==> config.mk <==
export PLATFORM = sky130hd
export DESIGN_NAME = modbus_rtu_read_holding_responder
export DESIGN_NICKNAME = d
export VERILOG_FILES = /design/src/mrhr_pkg.sv /design/src/mrhr_ram.sv /design/src/mrhr_ctrl.sv /design/src/mrhr_dp.sv /design/src/modbus_rtu_read_holding_responder.sv
export SDC_FILE = /design/constraint.sdc
export NUM_CORES = 1
export LEC_CHECK = 0
export BUFFER_PORTS_ARGS = -buffer_cell sky130_fd_sc_hd__buf_2
export CAP_MARGIN = 25
export CELL_PAD_IN_SITES_DETAIL_PLACEMENT = 0
export CELL_PAD_IN_SITES_GLOBAL_PLACEMENT = 1
export CORE_ASPECT_RATIO = 0.5
export CORE_MARGIN = 1
export CORE_UTILIZATION = 46
export CTS_CLUSTER_DIAMETER = 150
export DETAILED_ROUTE_END_ITERATION = 10
export HOLD_SLACK_MARGIN = 0.06
export PLACE_DENSITY_LB_ADDON = 0.1
export SKIP_CTS_REPAIR_TIMING = 1
export SLEW_MARGIN = 20
export SYNTH_ARGS = -nofsm -noshare
export SYNTH_HDL_FRONTEND = slang
export SYNTH_SLANG_ARGS = --single-unit
==> constraint.sdc <==
create_clock -name i_clk -period 3.84 [get_ports i_clk]
set_input_delay 0.576 -clock i_clk [delete_from_list [all_inputs] [get_ports i_clk]]
set_output_delay 0.576 -clock i_clk [all_outputs]
set_load 0.02 [all_outputs]
==> src/mrhr_pkg.sv <==
package mrhr_pkg;

    // Sizes of the store, the request and the CAN data field.
    localparam int STORE_BYTES_DEF = 40;
    localparam int REQUEST_LEN     = 8;
    localparam int FRAME_BYTES     = 8;
    localparam int ACK_BYTES       = 6;
    localparam int ID_W            = 29;
    localparam int CFG_W           = 29;

    // Modbus constants.
    localparam logic [15:0] CRC_INIT  = 16'hFFFF;
    localparam logic [15:0] CRC_POLY  = 16'hA001;
    localparam logic [7:0]  FUNC_READ = 8'h03;
    localparam logic [15:0] MAX_QTY   = 16'd125;

    // Reset values of the configuration registers.
    localparam logic [7:0]      DEV_ADDR_RST = 8'h01;
    localparam logic [ID_W-1:0] ACK_ID_RST   = 29'h1802A080;
    localparam logic [ID_W-1:0] DATA1_ID_RST = 29'h1810A080;
    localparam logic [ID_W-1:0] DATA2_ID_RST = 29'h1811A080;

    // Configuration register indexes.
    typedef enum logic [1:0] {
        CFG_DEV_ADDR,
        CFG_ACK_ID,
        CFG_DATA1_ID,
        CFG_DATA2_ID
    } t_cfg_idx;

    // Which CAN id matched.
    typedef enum logic [1:0] {
        KIND_ACK,
        KIND_DATA1,
        KIND_DATA2
    } t_kind;

    // Source of the next reply byte.
    typedef enum logic [2:0] {
        SRC_ADDR,
        SRC_FUNC,
        SRC_CNT,
        SRC_DATA,
        SRC_CRC_LO,
        SRC_CRC_HI
    } t_src;

    // Controller states.
    typedef enum logic [3:0] {
        ST_IDLE,
        ST_CAN_WR,
        ST_CHECK,
        ST_ADDR,
        ST_FUNC,
        ST_CNT,
        ST_RD,
        ST_DATA,
        ST_CRC_LO,
        ST_CRC_HI
    } t_state;

    // Commands from the controller to the datapath.
    typedef struct packed {
        logic take_serial;
        logic take_frame;
        logic wr_store;
        logic start_reply;
        logic rd_store;
        logic emit;
        t_src src;
    } t_cmd;

    // Status from the datapath to the controller.
    typedef struct packed {
        logic fill_last;
        logic frame_hit;
        logic wr_done;
        logic req_ok;
        logic out_free;
        logic data_last;
    } t_sts;

    // One byte of the reflected CRC-16, one bit per step.
    function automatic logic [15:0] crc_byte(input logic [15:0] crc_in, input logic [7:0] b);
        logic [15:0] c;
        c = crc_in ^ {8'h00, b};
        for (int k = 0; k < 8; k++) begin
            c = c[0] ? ((c >> 1) ^ CRC_POLY) : (c >> 1);
        end
        return c;
    endfunction

    // Store position of CAN data byte n for the matched id.
    function automatic logic [7:0] store_pos(input t_kind kind, input logic [2:0] n);
        logic [7:0] p;
        p = 8'd12 + {5'd0, n};
        case (kind)
            KIND_ACK: begin
                case (n)
                    3'd0:    p = 8'h21;
                    3'd1:    p = 8'h23;
                    3'd2:    p = 8'h24;
                    3'd3:    p = 8'h25;
                    3'd4:    p = 8'h26;
                    default: p = 8'h27;
                endcase
            end
            KIND_DATA1: begin
                case (n)
                    3'd0:    p = 8'd1;
                    3'd1:    p = 8'd3;
                    3'd2:    p = 8'd5;
                    3'd3:    p = 8'd7;
                    3'd4:    p = 8'd8;
                    3'd5:    p = 8'd9;
                    3'd6:    p = 8'd10;
                    default: p = 8'd11;
                endcase
            end
            default: p = 8'd12 + {5'd0, n};
        endcase
        return p;
    endfunction

endpackage

==> src/mrhr_ram.sv <==
module mrhr_ram #(
    parameter int WIDTH = 8,
    parameter int DEPTH = 40
) (
    input  logic                     i_clk,
    input  logic                     i_we,
    input  logic [$clog2(DEPTH)-1:0] i_waddr,
    input  logic [WIDTH-1:0]         i_wdata,
    input  logic                     i_re,
    input  logic [$clog2(DEPTH)-1:0] i_raddr,
    output logic [WIDTH-1:0]         o_rdata
);

    logic [WIDTH-1:0] r_mem [DEPTH];
    logic [WIDTH-1:0] r_q;

    // One write port, one registered read port.
    always_ff @(posedge i_clk) begin
        if (i_we) begin
            r_mem[i_waddr] <= i_wdata;
        end
        if (i_re) begin
            r_q <= r_mem[i_raddr];
        end
    end

    assign o_rdata = r_q;

endmodule

==> src/mrhr_ctrl.sv <==
module mrhr_ctrl (
    input  logic          i_clk,
    input  logic          i_rst_n,
    input  logic          i_valid,
    input  logic          i_mode,
    input  mrhr_pkg::t_sts i_sts,
    output mrhr_pkg::t_cmd o_cmd,
    output logic          o_stall
);
    import mrhr_pkg::*;

    t_state r_state;
    t_state n_state;
    t_cmd   cmd;

    // State register.
    always_ff @(posedge i_clk) begin
        if (!i_rst_n) begin
            r_state <= ST_IDLE;
        end else begin
            r_state <= n_state;
        end
    end

    // Next state and commands.
    always_comb begin
        n_state         = r_state;
        cmd.take_serial = 1'b0;
        cmd.take_frame  = 1'b0;
        cmd.wr_store    = 1'b0;
        cmd.start_reply = 1'b0;
        cmd.rd_store    = 1'b0;
        cmd.emit        = 1'b0;
        cmd.src         = SRC_ADDR;
        case (r_state)
            ST_IDLE: begin
                if (i_valid) begin
                    if (!i_mode) begin
                        cmd.take_serial = 1'b1;
                        if (i_sts.fill_last) begin
                            n_state = ST_CHECK;
                        end
                    end else begin
                        cmd.take_frame = 1'b1;
                        if (i_sts.frame_hit) begin
                            n_state = ST_CAN_WR;
                        end
                    end
                end
            end
            ST_CAN_WR: begin
                cmd.wr_store = 1'b1;
                if (i_sts.wr_done) begin
                    n_state = ST_IDLE;
                end
            end
            ST_CHECK: begin
                if (i_sts.req_ok) begin
                    cmd.start_reply = 1'b1;
                    n_state         = ST_ADDR;
                end else begin
                    n_state = ST_IDLE;
                end
            end
            ST_ADDR: begin
                cmd.src = SRC_ADDR;
                if (i_sts.out_free) begin
                    cmd.emit = 1'b1;
                    n_state  = ST_FUNC;
                end
            end
            ST_FUNC: begin
                cmd.src = SRC_FUNC;
                if (i_sts.out_free) begin
                    cmd.emit = 1'b1;
                    n_state  = ST_CNT;
                end
            end
            ST_CNT: begin
                cmd.src = SRC_CNT;
                if (i_sts.out_free) begin
                    cmd.emit = 1'b1;
                    n_state  = ST_RD;
                end
            end
            ST_RD: begin
                cmd.rd_store = 1'b1;
                n_state      = ST_DATA;
            end
            ST_DATA: begin
                cmd.src = SRC_DATA;
                if (i_sts.out_free) begin
                    cmd.emit = 1'b1;
                    n_state  = i_sts.data_last ? ST_CRC_LO : ST_RD;
                end
            end
            ST_CRC_LO: begin
                cmd.src = SRC_CRC_LO;
                if (i_sts.out_free) begin
                    cmd.emit = 1'b1;
                    n_state  = ST_CRC_HI;
                end
            end
            ST_CRC_HI: begin
                cmd.src = SRC_CRC_HI;
                if (i_sts.out_free) begin
                    cmd.emit = 1'b1;
                    n_state  = ST_IDLE;
                end
            end
            default: begin
                n_state = ST_IDLE;
            end
        endcase
    end

    assign o_cmd   = cmd;
    assign o_stall = (r_state != ST_IDLE);

endmodule

==> src/mrhr_dp.sv <==
module mrhr_dp #(
    parameter int STORE_BYTES = mrhr_pkg::STORE_BYTES_DEF
) (
    input  logic                        i_clk,
    input  logic                        i_rst_n,
    input  logic                        i_cfg_we,
    input  logic [1:0]                  i_cfg_index,
    input  logic [mrhr_pkg::CFG_W-1:0]  i_cfg_data,
    input  logic [7:0]                  i_serial_byte,
    input  logic [mrhr_pkg::ID_W-1:0]   i_frame_id,
    input  logic [63:0]                 i_frame_payload,
    input  logic                        i_stall,
    input  mrhr_pkg::t_cmd              i_cmd,
    output mrhr_pkg::t_sts              o_sts,
    output logic                        o_valid,
    output logic [7:0]                  o_reply_byte,
    output logic                        o_reply_last
);
    import mrhr_pkg::*;

    localparam int AddrW = $clog2(STORE_BYTES);

    // Configuration registers.
    logic [7:0]      r_dev_addr;
    logic [ID_W-1:0] r_ack_id;
    logic [ID_W-1:0] r_data1_id;
    logic [ID_W-1:0] r_data2_id;

    // Request gathering and CRC.
    logic [7:0]  r_req [REQUEST_LEN];
    logic [2:0]  r_fill;
    logic [15:0] r_crc;

    // CAN frame being written into the store.
    t_kind       r_kind;
    logic [63:0] r_payload;
    logic [2:0]  r_wn;

    // Store bookkeeping and reply progress.
    logic [STORE_BYTES-1:0] r_valid;
    logic                   r_rd_valid;
    logic [AddrW-1:0]       r_addr;
    logic [7:0]             r_left;

    // Output register.
    logic       r_out_valid;
    logic [7:0] r_out_byte;
    logic       r_out_last;

    logic [15:0]      start;
    logic [15:0]      qty;
    logic [16:0]      first;
    logic [17:0]      span;
    logic [7:0]       nbytes;
    logic             hit_ack;
    logic             hit_d1;
    logic             hit_d2;
    logic [7:0]       wpos;
    logic             wpos_ok;
    logic             ram_we;
    logic [AddrW-1:0] ram_waddr;
    logic [7:0]       ram_q;
    logic [7:0]       data_byte;
    logic [7:0]       out_byte;
    logic             out_free;
    t_sts             sts;

    // Configuration writes.
    always_ff @(posedge i_clk) begin
        if (!i_rst_n) begin
            r_dev_addr <= DEV_ADDR_RST;
            r_ack_id   <= ACK_ID_RST;
            r_data1_id <= DATA1_ID_RST;
            r_data2_id <= DATA2_ID_RST;
        end else if (i_cfg_we) begin
            case (t_cfg_idx'(i_cfg_index))
                CFG_DEV_ADDR: r_dev_addr <= i_cfg_data[7:0];
                CFG_ACK_ID:   r_ack_id   <= i_cfg_data;
                CFG_DATA1_ID: r_data1_id <= i_cfg_data;
                CFG_DATA2_ID: r_data2_id <= i_cfg_data;
                default:      r_dev_addr <= r_dev_addr;
            endcase
        end
    end

    // Request fields and checks.
    assign start  = {r_req[2], r_req[3]};
    assign qty    = {r_req[4], r_req[5]};
    assign first  = {start, 1'b0};
    assign span   = {1'b0, first} + {1'b0, qty, 1'b0};
    assign nbytes = {qty[6:0], 1'b0};

    // CAN id match, ack first, then data1, then data2.
    assign hit_ack = (i_frame_id == r_ack_id);
    assign hit_d1  = (i_frame_id == r_data1_id);
    assign hit_d2  = (i_frame_id == r_data2_id);

    // Store write position for the current CAN byte.
    assign wpos      = store_pos(r_kind, r_wn);
    assign wpos_ok   = ({1'b0, wpos} < 9'(STORE_BYTES));
    assign ram_we    = i_cmd.wr_store && wpos_ok;
    assign ram_waddr = wpos[AddrW-1:0];

    // Request bytes and running CRC; the CRC register is reused for the reply.
    always_ff @(posedge i_clk) begin
        if (!i_rst_n) begin
            r_fill <= '0;
        end else if (i_cmd.take_serial) begin
            r_fill <= r_fill + 3'd1;
        end
    end

    always_ff @(posedge i_clk) begin
        if (i_cmd.take_serial) begin
            r_req[r_fill] <= i_serial_byte;
            if (r_fill == 3'd0) begin
                r_crc <= crc_byte(CRC_INIT, i_serial_byte);
            end else if (r_fill < 3'(REQUEST_LEN - 2)) begin
                r_crc <= crc_byte(r_crc, i_serial_byte);
            end
        end else if (i_cmd.start_reply) begin
            r_crc <= CRC_INIT;
        end else if (i_cmd.emit && (i_cmd.src != SRC_CRC_LO) && (i_cmd.src != SRC_CRC_HI)) begin
            r_crc <= crc_byte(r_crc, out_byte);
        end
    end

    // CAN frame capture and write counter.
    always_ff @(posedge i_clk) begin
        if (i_cmd.take_frame) begin
            r_payload <= i_frame_payload;
            r_wn      <= 3'd0;
            if (hit_ack) begin
                r_kind <= KIND_ACK;
            end else if (hit_d1) begin
                r_kind <= KIND_DATA1;
            end else begin
                r_kind <= KIND_DATA2;
            end
        end else if (i_cmd.wr_store) begin
            r_wn <= r_wn + 3'd1;
        end
    end

    // Written flags: an unwritten store byte reads as zero.
    always_ff @(posedge i_clk) begin
        if (!i_rst_n) begin
            r_valid <= '0;
        end else if (ram_we) begin
            r_valid[ram_waddr] <= 1'b1;
        end
    end

    mrhr_ram #(
        .WIDTH (8),
        .DEPTH (STORE_BYTES)
    ) u_store (
        .i_clk   (i_clk),
        .i_we    (ram_we),
        .i_waddr (ram_waddr),
        .i_wdata (r_payload[{r_wn, 3'b000} +: 8]),
        .i_re    (i_cmd.rd_store),
        .i_raddr (r_addr),
        .o_rdata (ram_q)
    );

    // Reply address and byte count.
    always_ff @(posedge i_clk) begin
        if (i_cmd.start_reply) begin
            r_addr <= first[AddrW-1:0];
            r_left <= nbytes;
        end else if (i_cmd.emit && (i_cmd.src == SRC_DATA)) begin
            r_addr <= r_addr + AddrW'(1);
            r_left <= r_left - 8'd1;
        end
        if (i_cmd.rd_store) begin
            r_rd_valid <= r_valid[r_addr];
        end
    end

    assign data_byte = r_rd_valid ? ram_q : 8'h00;

    // Reply byte selection.
    always_comb begin
        case (i_cmd.src)
            SRC_ADDR:   out_byte = r_dev_addr;
            SRC_FUNC:   out_byte = FUNC_READ;
            SRC_CNT:    out_byte = nbytes;
            SRC_DATA:   out_byte = data_byte;
            SRC_CRC_LO: out_byte = r_crc[7:0];
            SRC_CRC_HI: out_byte = r_crc[15:8];
            default:    out_byte = 8'h00;
        endcase
    end

    // Output register; it frees as soon as its byte is taken.
    assign out_free = !r_out_valid || !i_stall;

    always_ff @(posedge i_clk) begin
        if (!i_rst_n) begin
            r_out_valid <= 1'b0;
        end else if (i_cmd.emit) begin
            r_out_valid <= 1'b1;
        end else if (!i_stall) begin
            r_out_valid <= 1'b0;
        end
    end

    always_ff @(posedge i_clk) begin
        if (i_cmd.emit) begin
            r_out_byte <= out_byte;
            r_out_last <= (i_cmd.src == SRC_CRC_HI);
        end
    end

    // Status to the controller.
    always_comb begin
        sts.fill_last = (r_fill == 3'(REQUEST_LEN - 1));
        sts.frame_hit = hit_ack || hit_d1 || hit_d2;
        sts.wr_done   = (r_kind == KIND_ACK) ? (r_wn == 3'(ACK_BYTES - 1))
                                             : (r_wn == 3'(FRAME_BYTES - 1));
        sts.req_ok    = (r_req[0] == r_dev_addr)
                     && (r_crc == {r_req[7], r_req[6]})
                     && (r_req[1] == FUNC_READ)
                     && (qty != 16'd0) && (qty <= MAX_QTY)
                     && (span <= 18'(STORE_BYTES));
        sts.out_free  = out_free;
        sts.data_last = (r_left == 8'd1);
    end

    assign o_sts        = sts;
    assign o_valid      = r_out_valid;
    assign o_reply_byte = r_out_byte;
    assign o_reply_last = r_out_last;

endmodule

==> src/modbus_rtu_read_holding_responder.sv <==
// Serial bytes are taken one per cycle while o_stall is low; the eighth completes a request.
// A valid request is checked after the eighth byte and then answered;
// header and CRC bytes go out one per cycle while the output is free, and each data byte
// needs its own read state first, set by the registered read of the store.
// A matched CAN frame keeps the input stalled while its 6 or 8 bytes go into the store, one store write each.
// Reset is synchronous and active low: config to defaults, store reads zero, no clearing pass.
module modbus_rtu_read_holding_responder #(
    parameter int STORE_BYTES = mrhr_pkg::STORE_BYTES_DEF
) (
    input  logic                       i_clk,
    input  logic                       i_rst_n,
    input  logic                       i_cfg_we,
    input  logic [1:0]                 i_cfg_index,
    input  logic [mrhr_pkg::CFG_W-1:0] i_cfg_data,
    input  logic                       i_valid,
    output logic                       o_stall,
    input  logic                       i_mode,
    input  logic [7:0]                 i_serial_byte,
    input  logic [mrhr_pkg::ID_W-1:0]  i_frame_id,
    input  logic [63:0]                i_frame_payload,
    output logic                       o_valid,
    input  logic                       i_stall,
    output logic [7:0]                 o_reply_byte,
    output logic                       o_reply_last
);
    import mrhr_pkg::*;

    t_cmd cmd;
    t_sts sts;

    mrhr_ctrl u_ctrl (
        .i_clk   (i_clk),
        .i_rst_n (i_rst_n),
        .i_valid (i_valid),
        .i_mode  (i_mode),
        .i_sts   (sts),
        .o_cmd   (cmd),
        .o_stall (o_stall)
    );

    mrhr_dp #(
        .STORE_BYTES (STORE_BYTES)
    ) u_dp (
        .i_clk           (i_clk),
        .i_rst_n         (i_rst_n),
        .i_cfg_we        (i_cfg_we),
        .i_cfg_index     (i_cfg_index),
        .i_cfg_data      (i_cfg_data),
        .i_serial_byte   (i_serial_byte),
        .i_frame_id      (i_frame_id),
        .i_frame_payload (i_frame_payload),
        .i_stall         (i_stall),
        .i_cmd           (cmd),
        .o_sts           (sts),
        .o_valid         (o_valid),
        .o_reply_byte    (o_reply_byte),
        .o_reply_last    (o_reply_last)
    );

endmodule

======== Word level (Yosys, flattened, before mapping) ========
Memories as Yosys holds them, arrays and structs flattened. A register that Yosys moved wholly into a read port is not among the register bits.
Cells that the tools add are included.
storage, ports and cells
  bits in registers ....................... 252
  memory bits (writable) .................. 384
  bits of input ports ..................... 138
  output and inout bits ................... 11
  word-level logic and storage cells ...... 215
  memories kept ........................... 2
memory list
  memory              words  width  read ports  clocked after memory_dff  write ports  line            text
  u_dp.u_store.r_mem  40     8      1           1                         1            mrhr_ram.sv:14  logic [WIDTH-1:0] r_mem [DEPTH];
  u_dp.r_req          8      8      8           0                         1            mrhr_dp.sv:30   logic [7:0] r_req [REQUEST_LEN];
operators by class
  add/sub/neg operators ................... 6
  $lt $le $gt $ge ......................... 7
  equal/unequal tests ..................... 47
  shifts and indexed selects .............. 1
  muxes and demuxes ....................... 74
  bitwise logic cells ..................... 28
  reduce and logical (&&, ||, !) cells .... 31
operator list
  kind                                                                               number
  16-bit 2-to-1 mux                                                                  29
  29-bit equality test                                                               3
  2-bit inverter with 3-bit output                                                   24
  64-bit by 7-bit indexed part select with 8-bit output                              1
  4-bit 2-to-1 mux                                                                   12
  8-bit case mux with 6 select lines                                                 1
  40-bit bitwise OR                                                                  1
  4-bit case mux with 10 select lines                                                1
  16-bit by 8-bit bitwise XOR with 16-bit output                                     2
  4-bit case mux with 7 select lines                                                 1
  8-bit 2-to-1 mux                                                                   3
  4-bit case mux with 6 select lines                                                 1
  3-bit equality test, second input constant                                         7
  17-bit by 17-bit adder with 18-bit output                                          1
  18-bit by 6-bit less-or-equal comparator with 1-bit output, second input constant  1
  16-bit equality test                                                               1
  4-bit by 3-bit equality test with 1-bit output, second input constant              4
  16-bit by 7-bit less-or-equal comparator with 1-bit output, second input constant  1
  1-bit 2-to-1 mux                                                                   16
  8-bit inverter with 16-bit output                                                  1
  8-bit case mux with 2 select lines                                                 1
  16-bit nonzero test                                                                1
  3-bit case mux with 5 select lines                                                 1
  6-bit by 7-bit < comparator with 1-bit output, second input constant               2
  other kinds (36)                                                                   78

======== Logic depth before layout (Yosys ltp) ========
Gate-level depths: netlist (run 1).
  word-level depth ........................ 26
  depth in mapped cells ................... 13

======== By module ========
A second synthesis (run 1) with hierarchy kept.
second synthesis, totals
  cell total of the unflattened synthesis .. 2096
  area, all modules ....................... 28329.7 um^2
by module, submodules not included
  module     instances  cells an instance  area each (um^2)  seq. area each (um^2)
  mrhr_dp    1          1339               14791.7           7927.6
  mrhr_ram   1          696                13073.8           9849.4
  mrhr_ctrl  1          61                 464.2             80.1

======== Least setup slack after synthesis (run 1) ========
No wires, ideal clock.
  path type ............................... register to register
  from .................................... memory u_dp.r_req[5][0]
  to ...................................... register u_dp.r_crc[0] (enable)
  library setup time ...................... 0.399 ns
  data arrival time ....................... 3.830 ns
  data required time ...................... 3.441 ns
  path slack .............................. -0.388 ns
  stages on the path, launching flop included .. 13
  path buffers ............................ 1
  period minus slack after synthesis ...... 4.228 ns
  cells stage by stage .................... edfxtp_1 ha_1 fa_1 a211oi_1 o21ai_1 a2111oi_1 nor2_1 xnor2_1 o2111ai_1 nor4_2 buf_2 a211oi_1 a31oi_1
RTL lines
  item                  line            text
  start, declared       mrhr_dp.sv:30
  end signal, assigned  mrhr_dp.sv:117  r_crc <= crc_byte(CRC_INIT, i_serial_byte);
  end signal, assigned  mrhr_dp.sv:119  r_crc <= crc_byte(r_crc, i_serial_byte);
  end signal, assigned  mrhr_dp.sv:124  r_crc <= crc_byte(r_crc, out_byte);
  end, declared         mrhr_dp.sv:32   logic [15:0] r_crc;

==> results.toml, run 1 <==
[die]
initial_utilization_pct = 47.23
ioPinCount = 149
core_area_sq_um = 58180
dieHeight_um = 174.8
rows = 62
die-area_sq_um = 60770
chipWidth_um = 347.6

[synthesis]
yosys-top-cells-count = "edfxtp_1, nand2_1, dfxtp_1"
netlist_instances = 1911
yosysSeqAreaShare_pct = 64.99
synth.cell_area_sq_um = 27480
ys_warn_count = 0
yosysMostFrequentCell = "edfxtp_1"
synth_cell_types = 79
yosys.area.top_type = "edfxtp_1"
syn_area_per_cell_sq_um = 14.38
synthTopCellsByArea = "edfxtp_1, dfxtp_1, mux4_2"
ys_ff_latch = 644
async_reset_ff_share_pct = 0
synth_edf_count = 496
synth_ff_type = "edfxtp_1"
synth.top_cell.area_share_pct = 54.21

[setup_path]
crit_path_end = "u_dp.r_crc[4]$_DFFE_PP_"
criticalPathCategory = "reg2reg"
worstSetupEndpointType = "flop"
cp.arrival_ps = 3860
startpoint = "u_dp.r_req[3][0]$_DFFE_PP_"
r2r_start = "u_dp.r_req[3][0]$_DFFE_PP_"
slowest_delay_ps = 410
r2r_cells = 14
cp.buffers_inverters = 3
cp.depth = 14
timing.rr.end = "u_dp.r_crc[4]$_DFFE_PP_"
rrSetupSlack_ps = 300
cp_max_fo = 9
cp_cell_sequence = "ha_1, fa_2, a211oi_2, o21ai_2, a2111oi_2, buf_4, nor2_1, xnor2_1, o2111ai_1, nor4_4, buf_6, a211oi_1, a31oi_4, buf_4"
crit_top_cell = "buf_4"
cp_slowest_cell = "edfxtp_1"
critPathLaunchType = "flop"
cp.required_ps = 4160
crit_family = "compound AO/OA/AOI/OAI gates"

[placed_design]
placed_area_sq_um = 30030
placed_cells = 2946
gp_congestion = 0.8588
io_buffers = 148
place_hpwl_mm = 42.98

[timing]
hold_viol = 0
setup_violations = 0
skew_ps = 21.82
worst_slew_pin_slew_ps = 1006
fmax_mhz = 282.3
drv_slew = 0
period_needed_ps = 3542
slew_headroom_pct = 32.79
period_share_pct = 92.25
tns_ps = 0
rsz0062_at_grt = "no"

[power]
p_leak_uw = 0.01153
ir_drop_v = 0.0003655
power_density_nw_per_um2 = 535.4
report.power.total_uw = 17060

[clock_network]
cts.clk_slew.worst_paths_ps = 70
cts_buffers = 56
cts_sinks = 644
clkLatencyLatePin_ps = 630
cts_tree = "done"
clockBufferDepth = 3
cts_htree_levels = 2
cts-root-buf = "clkbuf_16"

[global_routing]
grt_use_total_pct = 21.25
grt-ovfl-total = 0
grt_pass1_vias = 16100
grt_max_degree = 75
grt_antenna_before_repair = 0
grt_pass1_wl_mm = 97.66

[routing]
first_pass_iters = 5
wl_per_cell_um = 20.96
drt_wl_total_mm = 63.94
drc = 0
drt_iter0_drc = 1298
postRouteAntennaNets = 0
vias = 16220
viasPerCell = 5.315

[final_layout]
finalInstanceArea_sq_um = 31870
drive_above_1_share_pct = 20.41
finalNetCount = 2403
layout.cells.non_filler = 3051
final_util_pct = 54.78
area_delta_synth_final_pct = 16.00
n_antenna_cell = 0

[hold_path]
hold_path.class = "in2reg"

[outcome]
status = "complete, no violations"

[run]
maxCapViolCount = 0
==> flip-flops by register name, summed over array words and instances (netlist names), 16 cells and up <==
register            count
u_dp.r_req             64
u_dp.u_store.r_mem    320
u_dp.r_ack_id          29
u_dp.r_crc             16
u_dp.r_payload         64
u_dp.r_data1_id        29
u_dp.r_data2_id        29
u_dp.r_valid           40
==> worst min path at each step <==
stage | start | end | slack (ps) | cells past startpoint
after floorplan | u_dp.r_valid[22]$_SDFFE_PN0P_ | u_dp.r_valid[22]$_SDFFE_PN0P_ | 420 | 1
after global placement | u_dp.r_valid[26]$_SDFFE_PN0P_ | u_dp.r_valid[26]$_SDFFE_PN0P_ | 440 | 1
after detailed placement | u_dp.r_valid[28]$_SDFFE_PN0P_ | u_dp.r_valid[28]$_SDFFE_PN0P_ | 440 | 1
after CTS | i_frame_payload[50] | u_dp.r_payload[50]$_DFFE_PP_ | 80 | 1
after global routing | i_frame_payload[50] | u_dp.r_payload[50]$_DFFE_PP_ | 90 | 1
final | i_frame_payload[50] | u_dp.r_payload[50]$_DFFE_PP_ | 120 | 1
==> per-stage QoR <==
stage,worst slack (ps),hold slack (ps)
after detailed placement,60.86,442.4
after CTS,33.40,84.82
after floorplan,119.3,424.1
after global routing,57.17,85.75
after global placement,53.73,436.8
final,297.6,119.1
==> worst register-to-register path: cells and delay by family, from the launching register on <==
| family | cells | cell delay, ps |
|---|---|---|
| xor gates and xnor gates | 1 | 120 |
| adders and majority gates | 2 | 630 |
| buffers and inverters | 3 | 560 |
| DFF | 1 | 410 |
| and+or+nand+nor | 2 | 340 |
| AOI/OAI and AO/OA | 6 | 1240 |
==> area by class of cell <==
type	count	area, sq um
fillers	4833	26310
flip-flops and latches	644	17860
multi-input cells	1278	9706
clock buffers	75	1553
repair buffers	231	1434
well taps	768	960.9
clock inverters	30	264.0
inverters	25	93.84
==> cell families after synthesis <==
logic type                 share of synthesized area [%]
xor gates and xnor gates                           6.111
muxes                                              11.34
other                                            0.01365
DFF                                                64.99
and+or+nand+nor                                    8.925
buffers and inverters                              1.749
adders and majority gates                          1.348
AOI/OAI and AO/OA                                  5.519
==> power breakdown <==
group	total (uW)	internal (uW)	leakage, uW	switching, uW
Combinational	2340	895	0.00481	1440
Clock	5620	3050	0.000887	2570
Sequential	9100	8840	0.00583	265
==> layer usage <==
metal / global-route usage (%) / vias to the layer above / wire, um
met4: 4.222 / 0 / 1086
li1: - / 7685 / -
met5: 0 / - / 0
met3: 3.353 / 79 / 3410
met1: 32.26 / 8068 / 30690
met2: 32.51 / 384 / 28760
==> cell usage in the layout, fill, tap and decap left out, types with 7 or more instances in the layout <==
cell / synthesis / final
nand4_1: 25 / 25
clkbuf_16: 0 / 56
mux4_2: 124 / 124
conb_1: 1 / 136
a211oi_1: 17 / 16
clkinv_1: 1 / 17
ha_1: 28 / 28
xnor2_1: 98 / 98
nand3_1: 29 / 28
mux2i_1: 29 / 29
clkbuf_8: 0 / 8
nor3_1: 28 / 28
o21ai_1: 16 / 15
buf_4: 1 / 76
nor2b_1: 14 / 14
o21a_1: 23 / 23
clkbuf_1: 74 / 11
xor2_1: 81 / 81
nand2b_1: 12 / 12
nor4_1: 26 / 26
dfxtp_1: 148 / 147
a221o_1: 7 / 7
nand2_1: 254 / 254
buf_2: 9 / 148
a21o_1: 8 / 8
nor2_1: 91 / 89
a21oi_1: 108 / 107
o21ai_0: 22 / 22
inv_1: 24 / 23
and2_1: 17 / 17
edfxtp_1: 496 / 496
(Power assumes the default switching activity.)
==> run 2, diff against run 1 <==
--- a/config.mk
+++ b/config.mk
@@ -8,3 +8,3 @@
 export BUFFER_PORTS_ARGS = -buffer_cell sky130_fd_sc_hd__buf_2
-export CAP_MARGIN = 25
+export CAP_MARGIN = 20
 export CELL_PAD_IN_SITES_DETAIL_PLACEMENT = 0
==> constraint.sdc (replaced) <==
create_clock -name i_clk -period 3.84 [get_ports i_clk]
set_input_delay 0.192 -clock i_clk [delete_from_list [all_inputs] [get_ports i_clk]]
set_output_delay 0.192 -clock i_clk [all_outputs]
set_load 0.02 [all_outputs]
==> run 2 against run 1 <==
Effect of this change: count of clock-buffer cells in the layout up 7; final area up 3.3%; clock skew up 4.7 ps; global-route usage up 0.050 points; critical path depth unchanged; via count up 2.9%; setup slack worse by 53 ps; utilization up 1.8 points.
==> results.toml, run 2 (synthesis gave the netlist of run 1 again) <==
[hold_path]
worstHoldStart = "i_stall"
hold_path.class = "in2reg"

[final_layout]
fillers = 4764
drive_above_1_share_pct = 19.74
reg.largest.list = "u_dp.u_store.r_mem x320, u_dp.r_payload x64, u_dp.r_req x64"
layout.cells.non_filler = 3156
multi_input_comb_area_sq_um = 9703
final_util_pct = 56.57
final_common_cell = "edfxtp_1"
final_cell_mix = "edfxtp_1, nand2_1, buf_2"
area_delta_synth_final_pct = 19.80
finalNetCount = 2504
largest-register = "u_dp.u_store.r_mem"
largest_reg_flops = 320
regArea_sq_um = 17860

[setup_path]
criticalPathCategory = "reg2reg"
cp.arrival_ps = 3920
critPathLaunchType = "flop"
cp.required_ps = 4160
startpoint = "u_dp.r_req[5][0]$_DFFE_PP_"
worstSetupEndpointType = "flop"
cp_max_fo = 9
r2r_start = "u_dp.r_req[5][0]$_DFFE_PP_"

[clock_network]
cts.clk_slew.worst_paths_ps = 70
clkLatencyLatePin_ps = 640
clockBufferDepth = 3
cts-root-buf = "clkbuf_16"
cts_htree_levels = 2
cts_tree = "done"
cts_buffers = 57
cts_sinks = 644

[routing]
viasPerCell = 5.286
first_pass_iters = 5
drt_wl_total_mm = 65.81
vias = 16680
postRouteAntennaNets = 0
wl_per_cell_um = 20.85
drt_iter0_drc = 1285
drc = 0

[power]
pwr-share-comb_pct = 14.1
power_density_nw_per_um2 = 523.9
p_leak_uw = 0.01197
report.power.total_uw = 17240
power_frac_seq_pct = 52.8
clock_power_share_pct = 33.2
ir_drop_v = 0.0004634
p_int_uw = 12920
sw_frac_of_total_pct = 25.07
net-switching-power_uw = 4323

[timing]
fmax_mhz = 278.1
hold_viol = 0
drv_slew = 0
slew_headroom_pct = 29.22
tns_ps = 0
rsz0062_at_grt = "no"
period_share_pct = 93.64
worst_slew_pin_slew_ps = 1060
skew_ps = 26.50
period_needed_ps = 3596
setup_violations = 0

[global_routing]
grt_max_degree = 73
grt_pass1_wl_mm = 97.61
grt_pass1_vias = 16070
grt_use_total_pct = 21.30
grt-ovfl-total = 0
grt_antenna_before_repair = 1

[placed_design]
io_buffers = 148
placed_cells = 2945
gp_congestion = 0.8550
place_hpwl_mm = 43.05

[run]
maxCapViolCount = 0

[die]
ioPinCount = 149
initial_utilization_pct = 47.23
core_area_sq_um = 58180
rows = 62
dieHeight_um = 174.8
chipWidth_um = 347.6
die-area_sq_um = 60770

[outcome]
status = "complete, no violations"
## run 2: changes by cell type in the layout (fill, tap and decap cells not counted), moves of 2 or more
cell / previous run / this run
clkbuf_1: 11 / 17
clkinv_1: 17 / 7
clkinv_2: 6 / 12
diode_2: 0 / 2
dlygate4sd3_1: 0 / 101
## run 2: through the flow
step | setup slack, ps | cell area, sq um | hold WS (ps)
floorplan | 119.3 | 28000 | 290.9
detailed placement | 112.7 | 30020 | 370.1
global placement | 116.4 | 30020 | 367.8
global route | 13.94 | 32910 | 76.61
finish | 244.2 | 32920 | 45.39
CTS | 77.08 | 31880 | -310.5
## run 2: layer usage
metal  up-vias  wire length, um  track usage (%)
li1       7898                -                -
met1      8351            31140            32.19
met2       354            30380            32.77
met3        81             3215            3.311
met4         0             1073            4.258
met5         -                0                0
## run 2: layout make-up
type / instances / share of cell area, %
Clock buffer: 82 / 4.862
Multi-Input combinational cell: 1278 / 29.48
Clock inverter: 26 / 0.7831
Antenna cell: 2 / 0.01521
Timing Repair Buffer: 331 / 7.393
Inverter: 25 / 0.2851
Tap cell: 768 / 2.919
Sequential cell: 644 / 54.26
## run 2: path summary, 6_finish.rpt
path / to / slack, ps / depth (start not counted)
min reg2reg: u_dp.r_valid[6]$_SDFFE_PN0P_ / 450 / 1
max: u_dp.r_crc[8]$_DFFE_PP_ / 240 / 14
min: u_dp.o_valid$_SDFFE_PN0P_ / 50 / 3
max reg2reg: u_dp.r_crc[8]$_DFFE_PP_ / 240 / 14
## run 2: critical path: stages (launching register included)
cell,delay [ps]
edfxtp_1,390
ha_1,250
fa_1,450
a211oi_2,270
o21ai_2,140
a2111oi_2,300
buf_4,170
nor2_1,50
xnor2_1,130
o2111ai_1,170
nor4_4,300
buf_6,200
a211oi_1,90
a31oi_4,180
buf_4,210
## run 2: power by group through the flow
stage	combinational (uW)	sequential [uW]	clock (uW)
after global placement	2340	9230	0
after detailed placement	2360	9250	0
after CTS	2370	9100	5880
final	2420	9100	5720
after global routing	2650	9160	6140
after floorplan	1560	9140	0
==> run 3, diff against run 2 <==
CELL_PAD_IN_SITES_DETAIL_PLACEMENT = not set   (was 0)
CELL_PAD_IN_SITES_GLOBAL_PLACEMENT = not set   (was 1)
CORE_UTILIZATION = 55   (was 46)
PLACE_DENSITY = 0.76   (was not set)
PLACE_DENSITY_LB_ADDON = not set   (was 0.1)
==> run 3 against run 2 <==
Effect of this change: sequential share of layout area increased by 0.65 points; hold slack better by 15 ps; non-clock buffer count decreased by 13; die area fell by 16%; clock skew increased by 1.6 ps; global-route usage is 3.1 points higher; setup slack improved by 40 ps; final area fell by 1.2%; largest cell class unchanged; critical endpoint is now u_dp.r_crc[10]$_DFFE_PP_; clock power is 5.4% lower; largest power group unchanged.
==> results.toml, run 3 (synthesis gave the netlist of run 1 again) <==
[outcome]
status = "complete, no violations"

[timing]
skew_ps = 28.12
setup_violations = 0
tns_ps = 0
period_needed_ps = 3556
drv_slew = 0
whs_ps = 59.96
period_share_pct = 92.61
rsz0062_at_grt = "no"
slew_headroom_pct = 26.26
fmax_mhz = 281.2
hold_viol = 0
worst_slew_pin_slew_ps = 1106

[final_layout]
finalInstanceArea_sq_um = 32520
largest-register = "u_dp.u_store.r_mem"
final_common_cell = "edfxtp_1"
layout.cells.non_filler = 3013
finalNetCount = 2488
final_cell_mix = "edfxtp_1, nand2_1, buf_2"
fillers = 3395
drive_above_1_share_pct = 19.13
largest_reg_flops = 320
reg.largest.list = "u_dp.u_store.r_mem x320, u_dp.r_payload x64, u_dp.r_req x64"
regArea_sq_um = 17860
area_delta_synth_final_pct = 18.37
multi_input_comb_area_sq_um = 9713

[routing]
drc = 0
wl_per_cell_um = 21.27
first_pass_iters = 5
postRouteAntennaNets = 0
viasPerCell = 5.706
vias = 17190
drt_iter0_drc = 1618
drt_wl_total_mm = 64.09

[clock_network]
clkLatencyLatePin_ps = 620
cts_buffers = 54
cts_tree = "done"
cts_htree_levels = 2
cts-root-buf = "clkbuf_16"
cts_sinks = 644
clockBufferDepth = 3
cts.clk_slew.worst_paths_ps = 70

[global_routing]
grt_antenna_before_repair = 2
grt_max_degree = 93
grt_pass1_vias = 16490
grt-ovfl-total = 0
grt_pass1_wl_mm = 95.19
grt_use_total_pct = 24.43

[power]
ir_drop_v = 0.0004704
p_leak_uw = 0.01184
report.power.total_uw = 16960
power_density_nw_per_um2 = 521.5

[hold_path]
hold_end = "u_dp.r_data2_id[14]$_SDFFE_PN0P_"
holdPathStages = 4
hold_path.class = "in2reg"
worstHoldStart = "i_cfg_we"

[setup_path]
cp.arrival_ps = 3860
r2r_start = "u_dp.r_req[5][0]$_DFFE_PP_"
cp.required_ps = 4150
worstSetupEndpointType = "flop"
timing.rr.end = "u_dp.r_crc[10]$_DFFE_PP_"
cp_max_fo = 16
rrSetupSlack_ps = 280
critPathLaunchType = "flop"
criticalPathCategory = "reg2reg"
r2r_cells = 12

[die]
initial_utilization_pct = 56.16
dieHeight_um = 160.0
die-area_sq_um = 50910
ioPinCount = 149
chipWidth_um = 318.1
core_area_sq_um = 48920
rows = 57

[placed_design]
placed_area_sq_um = 29770
place_hpwl_mm = 40.34
gp_congestion = 0.9191
placed_cells = 2812
io_buffers = 148

[run]
maxCapViolCount = 0
run 3: changes by cell type in the layout (fill, tap and decap cells not counted), sizes merged:
cell,before,now
diode,2,1
clkbuf,82,71
dlygate4sd3,101,102
clkinvlp,1,2
buf,230,216
run 3: worst max path at each step:
stage,from,endpoint,slack (ps),depth (start not counted)
finish,u_dp.r_req[5][0]$_DFFE_PP_,u_dp.r_crc[10]$_DFFE_PP_,280,12
global placement,u_dp.r_req[5][0]$_DFFE_PP_,u_dp.r_left[1]$_DFFE_PP_,180,11
floorplan,u_dp.r_req[5][0]$_DFFE_PP_,u_dp.r_crc[0]$_DFFE_PP_,120,12
CTS,u_dp.r_req[5][0]$_DFFE_PP_,u_dp.r_left[3]$_DFFE_PP_,80,11
detailed placement,u_dp.r_req[5][0]$_DFFE_PP_,u_dp.r_crc[12]$_DFFE_PP_,110,12
global route,u_dp.r_req[5][0]$_DFFE_PP_,u_dp.r_crc[11]$_DFFE_PP_,30,12
run 3: critical path: stages (launching register included):
cell       delay (ps)
edfxtp_1          390
ha_1              260
fa_1              450
a211oi_2          260
o21ai_1           220
a2111oi_4         400
nor3_1             90
a311oi_1          290
o21ai_1           150
nor4_4            240
a211oi_1          140
a31oi_4           200
buf_12            170
run 3: per-stage QoR:
stage	util [%]	setup WS, ps
2_1_floorplan	-	119.3
5_1_grt	66.48	28.99
3_5_place_dp	60.85	108.9
3_3_place_gp	60.82	184.5
4_1_cts	64.32	83.21
6_report	66.48	283.9
run 3: final cells by class:
type                            count  area share, %
Clock buffer                       71          4.482
Clock inverter                     27         0.7425
Antenna cell                        1       0.007694
Multi-Input combinational cell   1278          29.86
Inverter                           25         0.2885
Tap cell                          649          2.497
Sequential cell                   644          54.92
Timing Repair Buffer              318          7.202
run 3: power breakdown:
part | internal (uW) | total, uW | leakage (uW) | switching (uW)
clock | 2890 | 5410 | 0.000837 | 2520
combinational | 955 | 2430 | 0.00517 | 1470
sequential | 8840 | 9120 | 0.00583 | 281
total | 12700 | 17000 | 0.0118 | 4270
run 3: layer usage:
metal / up-vias / track usage, % / routed length (um) / part of all wire (%)
met5: - / 0 / 13 / 0.020
met1: 8559 / 35.27 / 27320 / 43
li1: 7849 / - / - / -
met3: 103 / 4.591 / 4991 / 7.8
met4: 2 / 5.819 / 1274 / 2.0
met2: 679 / 38.77 / 30490 / 48
